**src/sv/pls_pkg.sv**
```systemverilog
// Package for the positional list store: operation and status codes, sequencer types
// and the default capacity.
// No dependencies; the top level and the test files import it.
package pls_pkg;

  // Default number of entries the store can hold.
  localparam int unsigned DEF_CAPACITY = 64;

  // Field widths fixed by the item format.
  localparam int unsigned OP_W     = 3;
  localparam int unsigned POS_W    = 8;
  localparam int unsigned VAL_W    = 32;
  localparam int unsigned STATUS_W = 3;
  localparam int unsigned OCOUNT_W = 7;

  // Operation codes.
  localparam logic [OP_W-1:0] OP_INS_FRONT = 3'd0;
  localparam logic [OP_W-1:0] OP_INS_BACK  = 3'd1;
  localparam logic [OP_W-1:0] OP_INS_POS   = 3'd2;
  localparam logic [OP_W-1:0] OP_DEL_FRONT = 3'd3;
  localparam logic [OP_W-1:0] OP_DEL_BACK  = 3'd4;
  localparam logic [OP_W-1:0] OP_DEL_POS   = 3'd5;
  localparam logic [OP_W-1:0] OP_DEL_VAL   = 3'd6;

  // Result status codes.
  localparam logic [STATUS_W-1:0] STS_OK       = 3'd0;
  localparam logic [STATUS_W-1:0] STS_INVALID  = 3'd1;
  localparam logic [STATUS_W-1:0] STS_EMPTY    = 3'd2;
  localparam logic [STATUS_W-1:0] STS_OOB      = 3'd3;
  localparam logic [STATUS_W-1:0] STS_NOTFOUND = 3'd4;
  localparam logic [STATUS_W-1:0] STS_FULL     = 3'd5;

  // Sequencer states.
  typedef enum logic [1:0] {
    S_IDLE,
    S_UP,
    S_DOWN,
    S_SEARCH
  } state_t;

  // What the decoder decides to do with an accepted item.
  typedef enum logic [2:0] {
    ACT_REPORT,
    ACT_PUT,
    ACT_DROP,
    ACT_SHIFT_UP,
    ACT_SHIFT_DOWN,
    ACT_SEARCH
  } act_t;

endpackage

```
**src/sv/pls_ram.sv**
```systemverilog
// Generic single-port-write, single-port-read RAM with a registered read.
// Depends on nothing; used as the entry store of the positional list store.
module pls_ram #(
  parameter int unsigned WIDTH = 32,
  parameter int unsigned DEPTH = 64
) (
  input  logic                     clk,
  input  logic                     we,
  input  logic [$clog2(DEPTH)-1:0] waddr,
  input  logic [WIDTH-1:0]         wdata,
  input  logic [$clog2(DEPTH)-1:0] raddr,
  output logic [WIDTH-1:0]         rdata
);

  logic [WIDTH-1:0] mem [DEPTH];
  logic [WIDTH-1:0] rdata_r;

  // Write port and registered read port.
  always_ff @(posedge clk) begin
    if (we) begin
      mem[waddr] <= wdata;
    end
    rdata_r <= mem[raddr];
  end

  assign rdata = rdata_r;

endmodule

```
**src/sv/positional_list_store.sv**
```systemverilog
// Top level of the positional list store: decoder, shift/search sequencer and result register.
// Depends on pls_pkg and on pls_ram for the entry store.
//
//  channel | ports                                   | direction
//  --------+-----------------------------------------+----------
//  in      | in_valid, in_stall, in_operation,       | request
//          | in_position, in_value                   |
//  out     | out_valid, out_stall, out_status,       | result
//          | out_item_count                          |
//
// A request that needs no moves (errors, insert at the back end, delete of the last entry)
// has its result registered on the edge at which the item is accepted. A shifting insert or
// delete moves one entry a cycle through the single RAM port pair; a delete by value scans one
// entry a cycle up to the first match and then shifts the entries after it. Reset clears the
// entry count; the RAM is not cleared.
// No new item is taken while a request is in progress or while a result is stalled.
module positional_list_store
  import pls_pkg::*;
#(
  parameter int unsigned CAPACITY = DEF_CAPACITY
) (
  input  logic                        clk,
  input  logic                        rst_n,
  input  logic                        in_valid,
  output logic                        in_stall,
  input  logic [OP_W-1:0]             in_operation,
  input  logic [POS_W-1:0]            in_position,
  input  logic signed [VAL_W-1:0]     in_value,
  output logic                        out_valid,
  input  logic                        out_stall,
  output logic [STATUS_W-1:0]         out_status,
  output logic [OCOUNT_W-1:0]         out_item_count
);

  localparam int unsigned IDX_W   = $clog2(CAPACITY);
  localparam int unsigned COUNT_W = $clog2(CAPACITY + 1);
  localparam int unsigned CMP_W   = ((COUNT_W > POS_W) ? COUNT_W : POS_W) + 1;

  // Sequencer and datapath registers.
  state_t               state_r, state_nxt;
  logic [COUNT_W-1:0]   cnt_r, cnt_nxt;
  logic [IDX_W-1:0]     rd_ptr_r, rd_ptr_nxt;
  logic [IDX_W-1:0]     q_r, q_nxt;
  logic [IDX_W-1:0]     lim_r, lim_nxt;
  logic                 rd_more_r, rd_more_nxt;
  logic                 rdv_r, rdv_nxt;
  logic [VAL_W-1:0]     val_r, val_nxt;
  logic                 out_valid_r, out_valid_nxt;
  logic [STATUS_W-1:0]  out_status_r, out_status_nxt;
  logic [OCOUNT_W-1:0]  out_count_r, out_count_nxt;

  // RAM port signals.
  logic                 ram_we;
  logic [IDX_W-1:0]     ram_waddr;
  logic [VAL_W-1:0]     ram_wdata;
  logic [VAL_W-1:0]     ram_rdata;

  // Decoder results.
  act_t                 dec_act;
  logic [STATUS_W-1:0]  dec_status;
  logic [IDX_W-1:0]     dec_idx;

  logic                 accept;
  logic                 full;
  logic                 empty;
  logic [IDX_W-1:0]     cnt_idx;
  logic [IDX_W-1:0]     last_idx;
  logic [CMP_W-1:0]     pos_x;
  logic [CMP_W-1:0]     cnt_x;
  logic [CMP_W-1:0]     pos_m1;
  logic                 match;
  logic                 at_last;
  logic                 drained;
  logic [COUNT_W+OCOUNT_W-1:0] count_ext;

  pls_ram #(
    .WIDTH (VAL_W),
    .DEPTH (CAPACITY)
  ) u_ram (
    .clk   (clk),
    .we    (ram_we),
    .waddr (ram_waddr),
    .wdata (ram_wdata),
    .raddr (rd_ptr_r),
    .rdata (ram_rdata)
  );

  // Handshake and common status of the store.
  assign in_stall = (state_r != S_IDLE) || (out_valid_r && out_stall);
  assign accept   = in_valid && !in_stall;
  assign full     = (cnt_r == COUNT_W'(CAPACITY));
  assign empty    = (cnt_r == '0);
  assign cnt_idx  = IDX_W'(cnt_r);
  assign last_idx = IDX_W'(cnt_r - 1'b1);
  assign pos_x    = CMP_W'(in_position);
  assign cnt_x    = CMP_W'(cnt_r);
  assign pos_m1   = pos_x - 1'b1;

  // The shared compare unit and the sequencer's end conditions.
  assign match   = rdv_r && (ram_rdata == val_r);
  assign at_last = (q_r == lim_r);
  assign drained = !rd_more_r && !rdv_r;

  // Request decoder: checks in the order the behaviour defines, then picks the action.
  always_comb begin
    dec_act    = ACT_REPORT;
    dec_status = STS_INVALID;
    dec_idx    = '0;
    unique case (in_operation) inside
      OP_INS_FRONT, OP_INS_BACK, OP_INS_POS: begin
        if (in_operation == OP_INS_BACK) begin
          dec_idx = cnt_idx;
        end else if (in_operation == OP_INS_POS) begin
          dec_idx = pos_m1[IDX_W-1:0];
        end
        if ((in_operation == OP_INS_POS) && (in_position == '0)) begin
          dec_status = STS_INVALID;
        end else if ((in_operation == OP_INS_POS) && (pos_x > cnt_x + 1'b1)) begin
          dec_status = STS_OOB;
        end else if (full) begin
          dec_status = STS_FULL;
        end else begin
          dec_status = STS_OK;
          dec_act    = (dec_idx == cnt_idx) ? ACT_PUT : ACT_SHIFT_UP;
        end
      end
      OP_DEL_FRONT, OP_DEL_BACK, OP_DEL_POS, OP_DEL_VAL: begin
        if (in_operation == OP_DEL_BACK) begin
          dec_idx = last_idx;
        end else if (in_operation == OP_DEL_POS) begin
          dec_idx = pos_m1[IDX_W-1:0];
        end
        if (empty) begin
          dec_status = STS_EMPTY;
        end else if ((in_operation == OP_DEL_POS) && (in_position == '0)) begin
          dec_status = STS_INVALID;
        end else if ((in_operation == OP_DEL_POS) && (pos_x > cnt_x)) begin
          dec_status = STS_OOB;
        end else if (in_operation == OP_DEL_VAL) begin
          dec_status = STS_NOTFOUND;
          dec_act    = ACT_SEARCH;
        end else begin
          dec_status = STS_OK;
          dec_act    = (dec_idx == last_idx) ? ACT_DROP : ACT_SHIFT_DOWN;
        end
      end
      default: begin
        dec_status = STS_INVALID;
      end
    endcase
  end

  // Next state of the sequencer.
  always_comb begin
    state_nxt = state_r;
    unique case (state_r)
      S_IDLE: begin
        if (accept) begin
          if (dec_act == ACT_SHIFT_UP) begin
            state_nxt = S_UP;
          end else if (dec_act == ACT_SHIFT_DOWN) begin
            state_nxt = S_DOWN;
          end else if (dec_act == ACT_SEARCH) begin
            state_nxt = S_SEARCH;
          end
        end
      end
      S_UP, S_DOWN: begin
        if (drained) begin
          state_nxt = S_IDLE;
        end
      end
      S_SEARCH: begin
        if (match && !at_last) begin
          state_nxt = S_DOWN;
        end else if (rdv_r && at_last) begin
          state_nxt = S_IDLE;
        end
      end
    endcase
  end

  // Datapath, RAM controls and result register.
  always_comb begin
    cnt_nxt        = cnt_r;
    rd_ptr_nxt     = rd_ptr_r;
    q_nxt          = q_r;
    lim_nxt        = lim_r;
    rd_more_nxt    = rd_more_r;
    rdv_nxt        = 1'b0;
    val_nxt        = val_r;
    out_valid_nxt  = out_valid_r && out_stall;
    out_status_nxt = out_status_r;
    out_count_nxt  = out_count_r;
    ram_we         = 1'b0;
    ram_waddr      = q_r;
    ram_wdata      = ram_rdata;

    // Read pipeline: issue one read a cycle until the last address of the run.
    if ((state_r != S_IDLE) && rd_more_r) begin
      rdv_nxt = 1'b1;
      q_nxt   = rd_ptr_r;
      if (rd_ptr_r == lim_r) begin
        rd_more_nxt = 1'b0;
      end else if (state_r == S_UP) begin
        rd_ptr_nxt = rd_ptr_r - 1'b1;
      end else begin
        rd_ptr_nxt = rd_ptr_r + 1'b1;
      end
    end

    unique case (state_r)
      S_IDLE: begin
        if (accept) begin
          val_nxt = in_value;
          unique case (dec_act)
            ACT_PUT: begin
              ram_we    = 1'b1;
              ram_waddr = dec_idx;
              ram_wdata = in_value;
              cnt_nxt   = cnt_r + 1'b1;
            end
            ACT_DROP: begin
              cnt_nxt = cnt_r - 1'b1;
            end
            ACT_SHIFT_UP: begin
              rd_ptr_nxt  = last_idx;
              lim_nxt     = dec_idx;
              rd_more_nxt = 1'b1;
            end
            ACT_SHIFT_DOWN: begin
              rd_ptr_nxt  = dec_idx + 1'b1;
              lim_nxt     = last_idx;
              rd_more_nxt = 1'b1;
            end
            ACT_SEARCH: begin
              rd_ptr_nxt  = '0;
              lim_nxt     = last_idx;
              rd_more_nxt = 1'b1;
            end
            default: begin
            end
          endcase
          if ((dec_act == ACT_REPORT) || (dec_act == ACT_PUT) || (dec_act == ACT_DROP)) begin
            out_valid_nxt  = 1'b1;
            out_status_nxt = dec_status;
          end
        end
      end
      S_UP: begin
        // Move the entry read last cycle one place back, then place the new value.
        if (rdv_r) begin
          ram_we    = 1'b1;
          ram_waddr = q_r + 1'b1;
        end else if (!rd_more_r) begin
          ram_we         = 1'b1;
          ram_waddr      = lim_r;
          ram_wdata      = val_r;
          cnt_nxt        = cnt_r + 1'b1;
          out_valid_nxt  = 1'b1;
          out_status_nxt = STS_OK;
        end
      end
      S_DOWN: begin
        // Move the entry read last cycle one place forward over the gap.
        if (rdv_r) begin
          ram_we    = 1'b1;
          ram_waddr = q_r - 1'b1;
        end else if (!rd_more_r) begin
          cnt_nxt        = cnt_r - 1'b1;
          out_valid_nxt  = 1'b1;
          out_status_nxt = STS_OK;
        end
      end
      S_SEARCH: begin
        if (match && !at_last) begin
          // Found inside the list: restart the reads for the closing shift.
          rd_ptr_nxt  = q_r + 1'b1;
          rd_more_nxt = 1'b1;
          rdv_nxt     = 1'b0;
        end else if (match) begin
          cnt_nxt        = cnt_r - 1'b1;
          out_valid_nxt  = 1'b1;
          out_status_nxt = STS_OK;
        end else if (rdv_r && at_last) begin
          out_valid_nxt  = 1'b1;
          out_status_nxt = STS_NOTFOUND;
        end
      end
    endcase

    count_ext     = {{OCOUNT_W{1'b0}}, cnt_nxt};
    out_count_nxt = out_valid_nxt && !(out_valid_r && out_stall)
                    ? count_ext[OCOUNT_W-1:0] : out_count_r;
  end

  // Control registers.
  always_ff @(posedge clk) begin
    if (!rst_n) begin
      state_r     <= S_IDLE;
      cnt_r       <= '0;
      rd_more_r   <= 1'b0;
      rdv_r       <= 1'b0;
      out_valid_r <= 1'b0;
    end else begin
      state_r     <= state_nxt;
      cnt_r       <= cnt_nxt;
      rd_more_r   <= rd_more_nxt;
      rdv_r       <= rdv_nxt;
      out_valid_r <= out_valid_nxt;
    end
  end

  // Payload registers.
  always_ff @(posedge clk) begin
    rd_ptr_r     <= rd_ptr_nxt;
    q_r          <= q_nxt;
    lim_r        <= lim_nxt;
    val_r        <= val_nxt;
    out_status_r <= out_status_nxt;
    out_count_r  <= out_count_nxt;
  end

  assign out_valid      = out_valid_r;
  assign out_status     = out_status_r;
  assign out_item_count = out_count_r;

endmodule

```
**config.mk**
```make
export PLATFORM = sky130hd
export DESIGN_NAME = positional_list_store
export DESIGN_NICKNAME = d
export VERILOG_FILES = /design/src/sv/pls_pkg.sv /design/src/sv/pls_ram.sv /design/src/sv/positional_list_store.sv
export SDC_FILE = /design/constraint.sdc
export NUM_CORES = 2
export LEC_CHECK = 0
export ABC_CLOCK_PERIOD_IN_PS = 18800
export BUFFER_PORTS_ARGS = -buffer_cell sky130_fd_sc_hd__buf_2
export CAP_MARGIN = 15
export CORE_MARGIN = 3
export CORE_UTILIZATION = 43
export DETAILED_ROUTE_END_ITERATION = 16
export HOLD_SLACK_MARGIN = 0.12
export PLACE_DENSITY = 0.67
export SLEW_MARGIN = 20
export SYNTH_ARGS = -nofsm -noshare
export SYNTH_HDL_FRONTEND = slang
export SYNTH_SLANG_ARGS = --single-unit
```
**constraint.sdc**
```tcl
create_clock -name clk -period 18.8 [get_ports clk]
set_input_delay 0.94 -clock clk [delete_from_list [all_inputs] [get_ports clk]]
set_output_delay 0.94 -clock clk [all_outputs]
set_load 0.02 [all_outputs]
```
# Word-level counts from Yosys, hierarchy flattened
# Memories as Yosys holds them, arrays and structs flattened. A register that Yosys moved wholly into a read port is not among the register bits.
# Index checks and enable logic that the tools add are counted.
# word_totals
reg_bits	72
latch_bits	0
ram_bits	2048
mem_bits_ro	0
input_bits	47
output_inout_bits	12
wordCells	182
n_memories	1
# classes
add_sub_neg	9
mul	0
div	0
n_lt_le_gt_ge	2
eq_ne	29
shifts	0
muxes	94
n_bitwise	0
n_reduce_logical	36
# memory_table
name	depth	word_bits	rd	rd_ports_with_merged_regs	wr	line_no	source
u_ram.mem	64	32	1	1	1	pls_ram.sv:15	logic [WIDTH-1:0] mem [DEPTH];
# ops
op	count
two-way mux 32 bit	4
two-way mux 6 bit	16
one-hot mux 32 bit (2 select lines)	1
two-way mux 3 bit	20
two-way mux 7 bit	7
one-hot mux 6 bit (2 select lines)	3
one-hot mux 6 bit (3 select lines)	2
== test 32 bit	1
one-hot mux 7 bit (4 select lines)	1
== test 6 bit	4
two-way mux 1 bit	22
two-way mux 2 bit	10
adder 6 x 1 -> 6 bit (second input constant)	3
subtractor 6 x 1 -> 6 bit (second input constant)	3
== test 3 bit (second input constant)	5
one-hot mux 7 bit (2 select lines)	1
== test 3 x 2 -> 1 bit (second input constant)	4
logical AND 1 bit	12
one-hot mux 3 bit (2 select lines)	2
inequality test 2 bit (second input constant)	5
one-hot mux 3 bit (3 select lines)	1
adder 7 x 1 -> 8 bit (second input constant)	1
> comparator 8 x 7 -> 1 bit	1
> comparator 8 bit	1
26 further kinds	40

# Longest topological paths before layout
# depth
word_depth	18
ltp_mapped	18
depth_no_buf	15

# Modules after synthesis
# Synthesis repeated with hierarchy kept, for this count alone.
# hier_totals
hier_cells	4292
area_unflattened_um2	85886.1
# by_module_without_submodules
module	n_inst	cells_each	area_per_inst_um2	seq_area_each_um2
pls_ram	1	3325	78562.8	62139.6
positional_list_store	1	967	7323.3	1981.9

# Worst setup path before layout
# OpenSTA, ideal clock, no wires.
# synth_path
path_kind	input port to flip-flop
start	input port in_position[0]
end	memory u_ram.mem[37][0] (enable)
setup_ps	501
t_arrival_ps	6719
t_required_ps	18299
path_slack_ps	11580
cell_stages	12
n_path_buf	1
path_cell_list	inv_1 ha_1 nor3b_2 xor2_1 o22ai_1 o32a_4 or3_4 nor2_4 buf_4 o221ai_1 or2_2 nor4_1
# synth_between
elab_chain_cells	17
elab_cells_between_ends	36
cone_classes	1 x add/sub; 2 x order compare; 3 x eq/ne; 25 x mux; 5 x reduce/logical
# synth_lines
element	line_no	source
start: declaration	positional_list_store.sv:27	input logic [POS_W-1:0] in_position,
subtractor 6 x 1 -> 6 bit	positional_list_store.sv:97	assign pos_m1 = pos_x - 1'b1;
two-way mux 6 bit	positional_list_store.sv:130	end else if (in_operation == OP_DEL_POS) begin
two-way mux 6 bit	positional_list_store.sv:128	if (in_operation == OP_DEL_BACK) begin
two-way mux 6 bit	positional_list_store.sv:109	unique case (in_operation) inside
== test 6 bit	positional_list_store.sv:144	dec_act = (dec_idx == last_idx) ? ACT_DROP : ACT_SHIFT_DOWN;
two-way mux 3 bit	positional_list_store.sv:144	
two-way mux 3 bit	positional_list_store.sv:139	end else if (in_operation == OP_DEL_VAL) begin
two-way mux 3 bit	positional_list_store.sv:137	end else if ((in_operation == OP_DEL_POS) && (pos_x > cnt_x)) begin
two-way mux 3 bit	positional_list_store.sv:135	end else if ((in_operation == OP_DEL_POS) && (in_position == '0)) begin
two-way mux 3 bit	positional_list_store.sv:133	if (empty) begin
one-hot mux 3 bit (2 select lines)	positional_list_store.sv:109	
== test 3 x 1 -> 1 bit	positional_list_store.sv:216	unique case (dec_act)
two-way mux 1 bit	positional_list_store.sv:216	
two-way mux 1 bit	positional_list_store.sv:214	if (accept) begin
one-hot mux 1 bit (3 select lines)	positional_list_store.sv:212	unique case (state_r)
two-way mux 1 bit	pls_ram.sv:20	if (we) begin
two-way mux 1 bit (implied by the code)	pls_ram.sv:21	mem[waddr] <= wdata;
end: declaration	pls_ram.sv:15	
# Several ways; a longest one is shown, not always the timed one. The select of a mux whose other input is x is not followed.

# Final worst setup path
# layout_path
start	register cnt_r[0]
end	memory u_ram.mem[10][15] (enable)
# layout_between
elab_chain_cells	16
elab_cells_between_ends	34
cone_classes	2 x add/sub; 2 x order compare; 4 x eq/ne; 23 x mux; 3 x reduce/logical
# layout_lines
element	line_no	source
start: declaration	positional_list_store.sv:41	logic [COUNT_W-1:0] cnt_r, cnt_nxt;
start signal: assignment	positional_list_store.sv:307	cnt_r <= cnt_nxt;
subtractor 7 x 1 -> 7 bit	-	
two-way mux 6 bit	positional_list_store.sv:128	
two-way mux 6 bit	positional_list_store.sv:109	
== test 6 bit	positional_list_store.sv:144	
two-way mux 3 bit	positional_list_store.sv:144	
two-way mux 3 bit	positional_list_store.sv:139	
two-way mux 3 bit	positional_list_store.sv:137	
two-way mux 3 bit	positional_list_store.sv:135	
two-way mux 3 bit	positional_list_store.sv:133	
one-hot mux 3 bit (2 select lines)	positional_list_store.sv:109	
== test 3 x 1 -> 1 bit	positional_list_store.sv:216	
two-way mux 1 bit	positional_list_store.sv:216	
two-way mux 1 bit	positional_list_store.sv:214	
one-hot mux 1 bit (3 select lines)	positional_list_store.sv:212	
two-way mux 1 bit	pls_ram.sv:20	
two-way mux 1 bit (implied by the code)	pls_ram.sv:21	
# Several ways; a longest one is shown, not always the timed one. The select of a mux whose other input is x is not followed.

==> metrics.sh <==
POST-CTS-SETUP-BUFFER-COUNT=0
POST_CTS_RESIZED=0
FINALPOWER_mW=16.5
STATUS='finished, final reports clean'
MAX_CLOCK_FREQ_MHz=137
WORSTPATHREQUIRED_NS=19.23
MULTI_INPUT_COMB_AREA_MM2=0.0216
AVGROUTEDWIREPERCELL_UM=31.2
DIE-WIDTH_UM=453
WORSTHOLDPATHTYPE='input port to flop'
CTS_HOLD_BUFFERS=0
FINALSETUPVIOLCOUNT=0
VIAS=42217
CRITPATHMAXFANOUT=39
CLK_PIN_SLEW_WORST_PATHS_NS=0.06
GRT_MAX_DEGREE=158
AREA.GROWTH.SYNTH_TO_FINAL_PCT=13.4
POSTSYNTHREGISTERBITS=2152
CTS_BUFFER_DEPTH=3
FIN_TNS_SETUP_NS=0
FP.DIEH_UM=453
DETAILED_PLACE.AREA_MM2=0.0906
CP_SLOWEST_STAGE_DELAY_NS=1.09
FINAL.PERIOD_UTILIZATION_PCT=38.8
SUM_OF_BUFFERS_AND_INVERTERS_ON_THE_CRITICAL_PATH=3
R2R_SLACK_NS=11.50
SYNTH_CELL_TYPE_COUNT=94
PLACEABLECOREAREA_MM2=0.198
FIRST_PASS_GRT_WIRE_LENGTH_MM=314
WL_MM=217
FINAL_COMMON_CELL='sky130_fd_sc_hd__edfxtp_1'
GP_CONGESTION=0.893
ANTENNA_LEFT=0
CLK-INSERTION-DELAY-LATE_NS=0.83
LAYOUT_COMMON_CELLS='sky130_fd_sc_hd__edfxtp_1 (2,102), sky130_fd_sc_hd__mux4_2 (660), sky130_fd_sc_hd__clkbuf_16 (212), sky130_fd_sc_hd__nand2_1 (165), sky130_fd_sc_hd__buf_4 (134)'
GRT_ANTENNA_BEFORE_REPAIR=18
LAYOUT_MIN_CYCLE_TIME_NS=7.30
N_FILL_CELL=15582
IR_DROP_mV=0.213
CORE.ROWCOUNT=163
TOTAL_GLOBAL_ROUTING_OVERFLOW=0
NUMBER_OF_GLOBAL_ROUTE_VIAS_BEFORE_REPAIR=42091
CAP_VIOL_MAX_COUNT=0
YS_WARN_COUNT=0
CP_TOP_FAMILY='compound AO/OA/AOI/OAI gates'
CTS.HTREE.LEVELS=4
UNREPAIRED_SETUP_ENDPOINTS_AFTER_GLOBAL_ROUTING='no'
GLOBAL_ROUTE.USAGE.TOTAL_PCT=21.3
CTS_INSERTED_BUFFERS=206
SYNTH_ASYNC_SR_FLOP_SHARE_PCT=0
SYNTH_ENABLE_FLOP_CELLS=2102
INITIAL_CORE_UTIL_PCT=43.4
SETUP.WORST_PATH.START_CLASS='flop'
POST_SYNTH_INST_COUNT=3967
CP.ARRIVAL_NS=7.73
CLK_SINKS=2152
DESIGN.PORTCOUNT=59
SYN_AVG_CELL_AREA_UM2=21.7
DRC=0
WORST_PIN_SLEW_NS=1.28
YS_SEQ_AREA_SHARE_PCT=74.6
AREA.SEQUENTIAL_MM2=0.0641
YS_DOMINANT_REG_CELL='sky130_fd_sc_hd__edfxtp_1'
ROOT_BUFFER_MASTER='sky130_fd_sc_hd__clkbuf_16'
DETAILED_PLACE_HPWL_MM=132
ENDPOINT_KIND='flop'
CRIT_PATH_CELL_TRACE='inv_1, ha_1, inv_1, ha_1, nand3b_1, a21oi_1, o211ai_1, a211oi_1, o22a_1, nor2_4, buf_4, o221ai_1, nand4_1, nor2_4'
CELL_AREA_POWER_DENSITY_mW_PER_MM2=170
REPORT.FINAL.HOLD_VIOL_COUNT=0
CRITPATHKIND='flop to flop'
P_LEAK_nW=29.4
DETAIL_ROUTE.FIRST_PASS.ITERATIONS=5
SYNTH.CELL_AREA_MM2=0.0859
DESIGN.FINAL.NETS=4217
CTS_TREE='done'
POST_ROUTE_CELLS_DRIVE_ABOVE_1_SHARE_PCT=30.6
FINAL.SETUP_SKEW_NS=0.0297
CRITPATHSLOWESTCELL='sky130_fd_sc_hd__nor2_4'
SLEW_HEADROOM_PCT=14.3
PORT_BUFFERS=58
FINALINSTANCEAREA_MM2=0.0974
MAX_SLEW_VIOLATION_COUNT=0
SYN_NETS=4042
DETAIL_ROUTE.VIAS_PER_CELL=6.06
INITIAL_DRC_COUNT=5543
FLOORPLAN.DIE_AREA_MM2=0.205
[registers in the layout, indices dropped and copies added (netlist names)]
| name | flops |
|---|---|
| cnt_r | 7 |
| lim_r | 6 |
| out_item_count | 7 |
| out_status | 3 |
| out_valid | 1 |
| q_r | 6 |
| rd_more_r | 1 |
| rd_ptr_r | 6 |
| rdv_r | 1 |
| state_r | 2 |
| u_ram.mem | 2048 |
| u_ram.rdata | 32 |
| val_r | 32 |
[Yosys cell counts (6+ instances only)]
library cell | count | area share, %
sky130_fd_sc_hd__nand2b_1 | 8 | 0.058
sky130_fd_sc_hd__nand2_1 | 165 | 0.72
sky130_fd_sc_hd__nand3_1 | 22 | 0.13
sky130_fd_sc_hd__nor2_1 | 66 | 0.29
sky130_fd_sc_hd__and2_1 | 9 | 0.066
sky130_fd_sc_hd__nor3_1 | 49 | 0.29
sky130_fd_sc_hd__nor2b_1 | 7 | 0.051
sky130_fd_sc_hd__edfxtp_1 | 2102 | 73
sky130_fd_sc_hd__a21o_1 | 7 | 0.061
sky130_fd_sc_hd__dfxtp_1 | 50 | 1.2
sky130_fd_sc_hd__nand3b_1 | 8 | 0.070
sky130_fd_sc_hd__buf_2 | 16 | 0.093
sky130_fd_sc_hd__xnor2_1 | 30 | 0.31
sky130_fd_sc_hd__xor2_1 | 51 | 0.52
sky130_fd_sc_hd__o21ai_0 | 83 | 0.48
sky130_fd_sc_hd__mux4_2 | 660 | 17
sky130_fd_sc_hd__a221oi_1 | 10 | 0.10
sky130_fd_sc_hd__mux2i_1 | 55 | 0.64
sky130_fd_sc_hd__a21oi_1 | 42 | 0.24
sky130_fd_sc_hd__ha_1 | 27 | 0.39
sky130_fd_sc_hd__clkbuf_1 | 153 | 0.67
sky130_fd_sc_hd__a22oi_1 | 40 | 0.35
sky130_fd_sc_hd__a31oi_1 | 10 | 0.073
sky130_fd_sc_hd__nor3_2 | 6 | 0.070
sky130_fd_sc_hd__a211oi_1 | 15 | 0.13
sky130_fd_sc_hd__mux2_2 | 16 | 0.21
sky130_fd_sc_hd__nor4_1 | 25 | 0.18
sky130_fd_sc_hd__inv_1 | 26 | 0.11
sky130_fd_sc_hd__or3_1 | 10 | 0.073
sky130_fd_sc_hd__o22ai_1 | 13 | 0.095
sky130_fd_sc_hd__buf_1 | 63 | 0.28
[cells by family after synthesis]
kind of cell,count (synthesis),synth area share [%]
xor gates and xnor gates,82,0.852
muxes,731,18.2
and+or+nand+nor,412,2.38
buffers and inverters,267,1.21
adders and majority gates,28,0.417
DFF,2152,74.6
AOI/OAI and AO/OA,295,2.35
[worst register-to-register path, stage by stage (launching register included)]
cell                       delay, ns
sky130_fd_sc_hd__dfxtp_1        0.76
sky130_fd_sc_hd__inv_1          0.38
sky130_fd_sc_hd__ha_1           0.59
sky130_fd_sc_hd__inv_1          0.24
sky130_fd_sc_hd__ha_1           0.36
sky130_fd_sc_hd__nand3b_1       0.08
sky130_fd_sc_hd__a21oi_1        0.19
sky130_fd_sc_hd__o211ai_1       0.12
sky130_fd_sc_hd__a211oi_1       0.39
sky130_fd_sc_hd__o22a_1         0.45
sky130_fd_sc_hd__nor2_4         0.06
sky130_fd_sc_hd__buf_4          0.37
sky130_fd_sc_hd__o221ai_1       1.04
sky130_fd_sc_hd__nand4_1        0.74
sky130_fd_sc_hd__nor2_4         1.09
[area by class of cell]
cell class	count	share of cell area (%)
flip-flops and latches	2152	65.9
multi-input cells	1548	22.1
clock buffers	258	5.64
well taps	2640	3.39
repair buffers	202	1.54
clock inverters	129	1.28
inverters	32	0.126
diodes	4	0.0103
[power breakdown]
part | internal [mW] | total (mW) | switching, mW | leakage [nW]
registers | 6.83 | 7.01 | 0.180 | 19.4
logic | 1.70 | 5.39 | 3.69 | 6.75
clock network | 2.34 | 4.12 | 1.78 | 3.28
[per-stage QoR]
stage,hold slack (ns),std cells,util (%),setup slack (ns)
after floorplan,0.406,3967,-,11.58
after global placement,0.514,6567,45.7,11.74
after detailed placement,0.540,6574,45.8,11.81
after CTS,0.248,6961,49.2,11.76
after global routing,0.267,6961,49.2,11.36
final,0.305,6965,49.2,11.50
[final timing paths]
check,end,depth (start not counted),startpoint
max,u_ram.mem[10][15],14,cnt_r[0]
min,val_r[9],1,in_value[9]
max reg2reg,u_ram.mem[10][15],14,cnt_r[0]
min reg2reg,state_r[1],2,state_r[1]
[layer usage]
metal  track usage (%)  vias up  part of all wire (%)
li1                  -    17179                     -
met1              30.6    22698                    41
met2              33.6     2000                    48
met3              3.55      332                   7.9
met4              6.47        8                   3.1
met5                 0        -                 0.026
No activity file was read; power rests on OpenSTA's default activity.
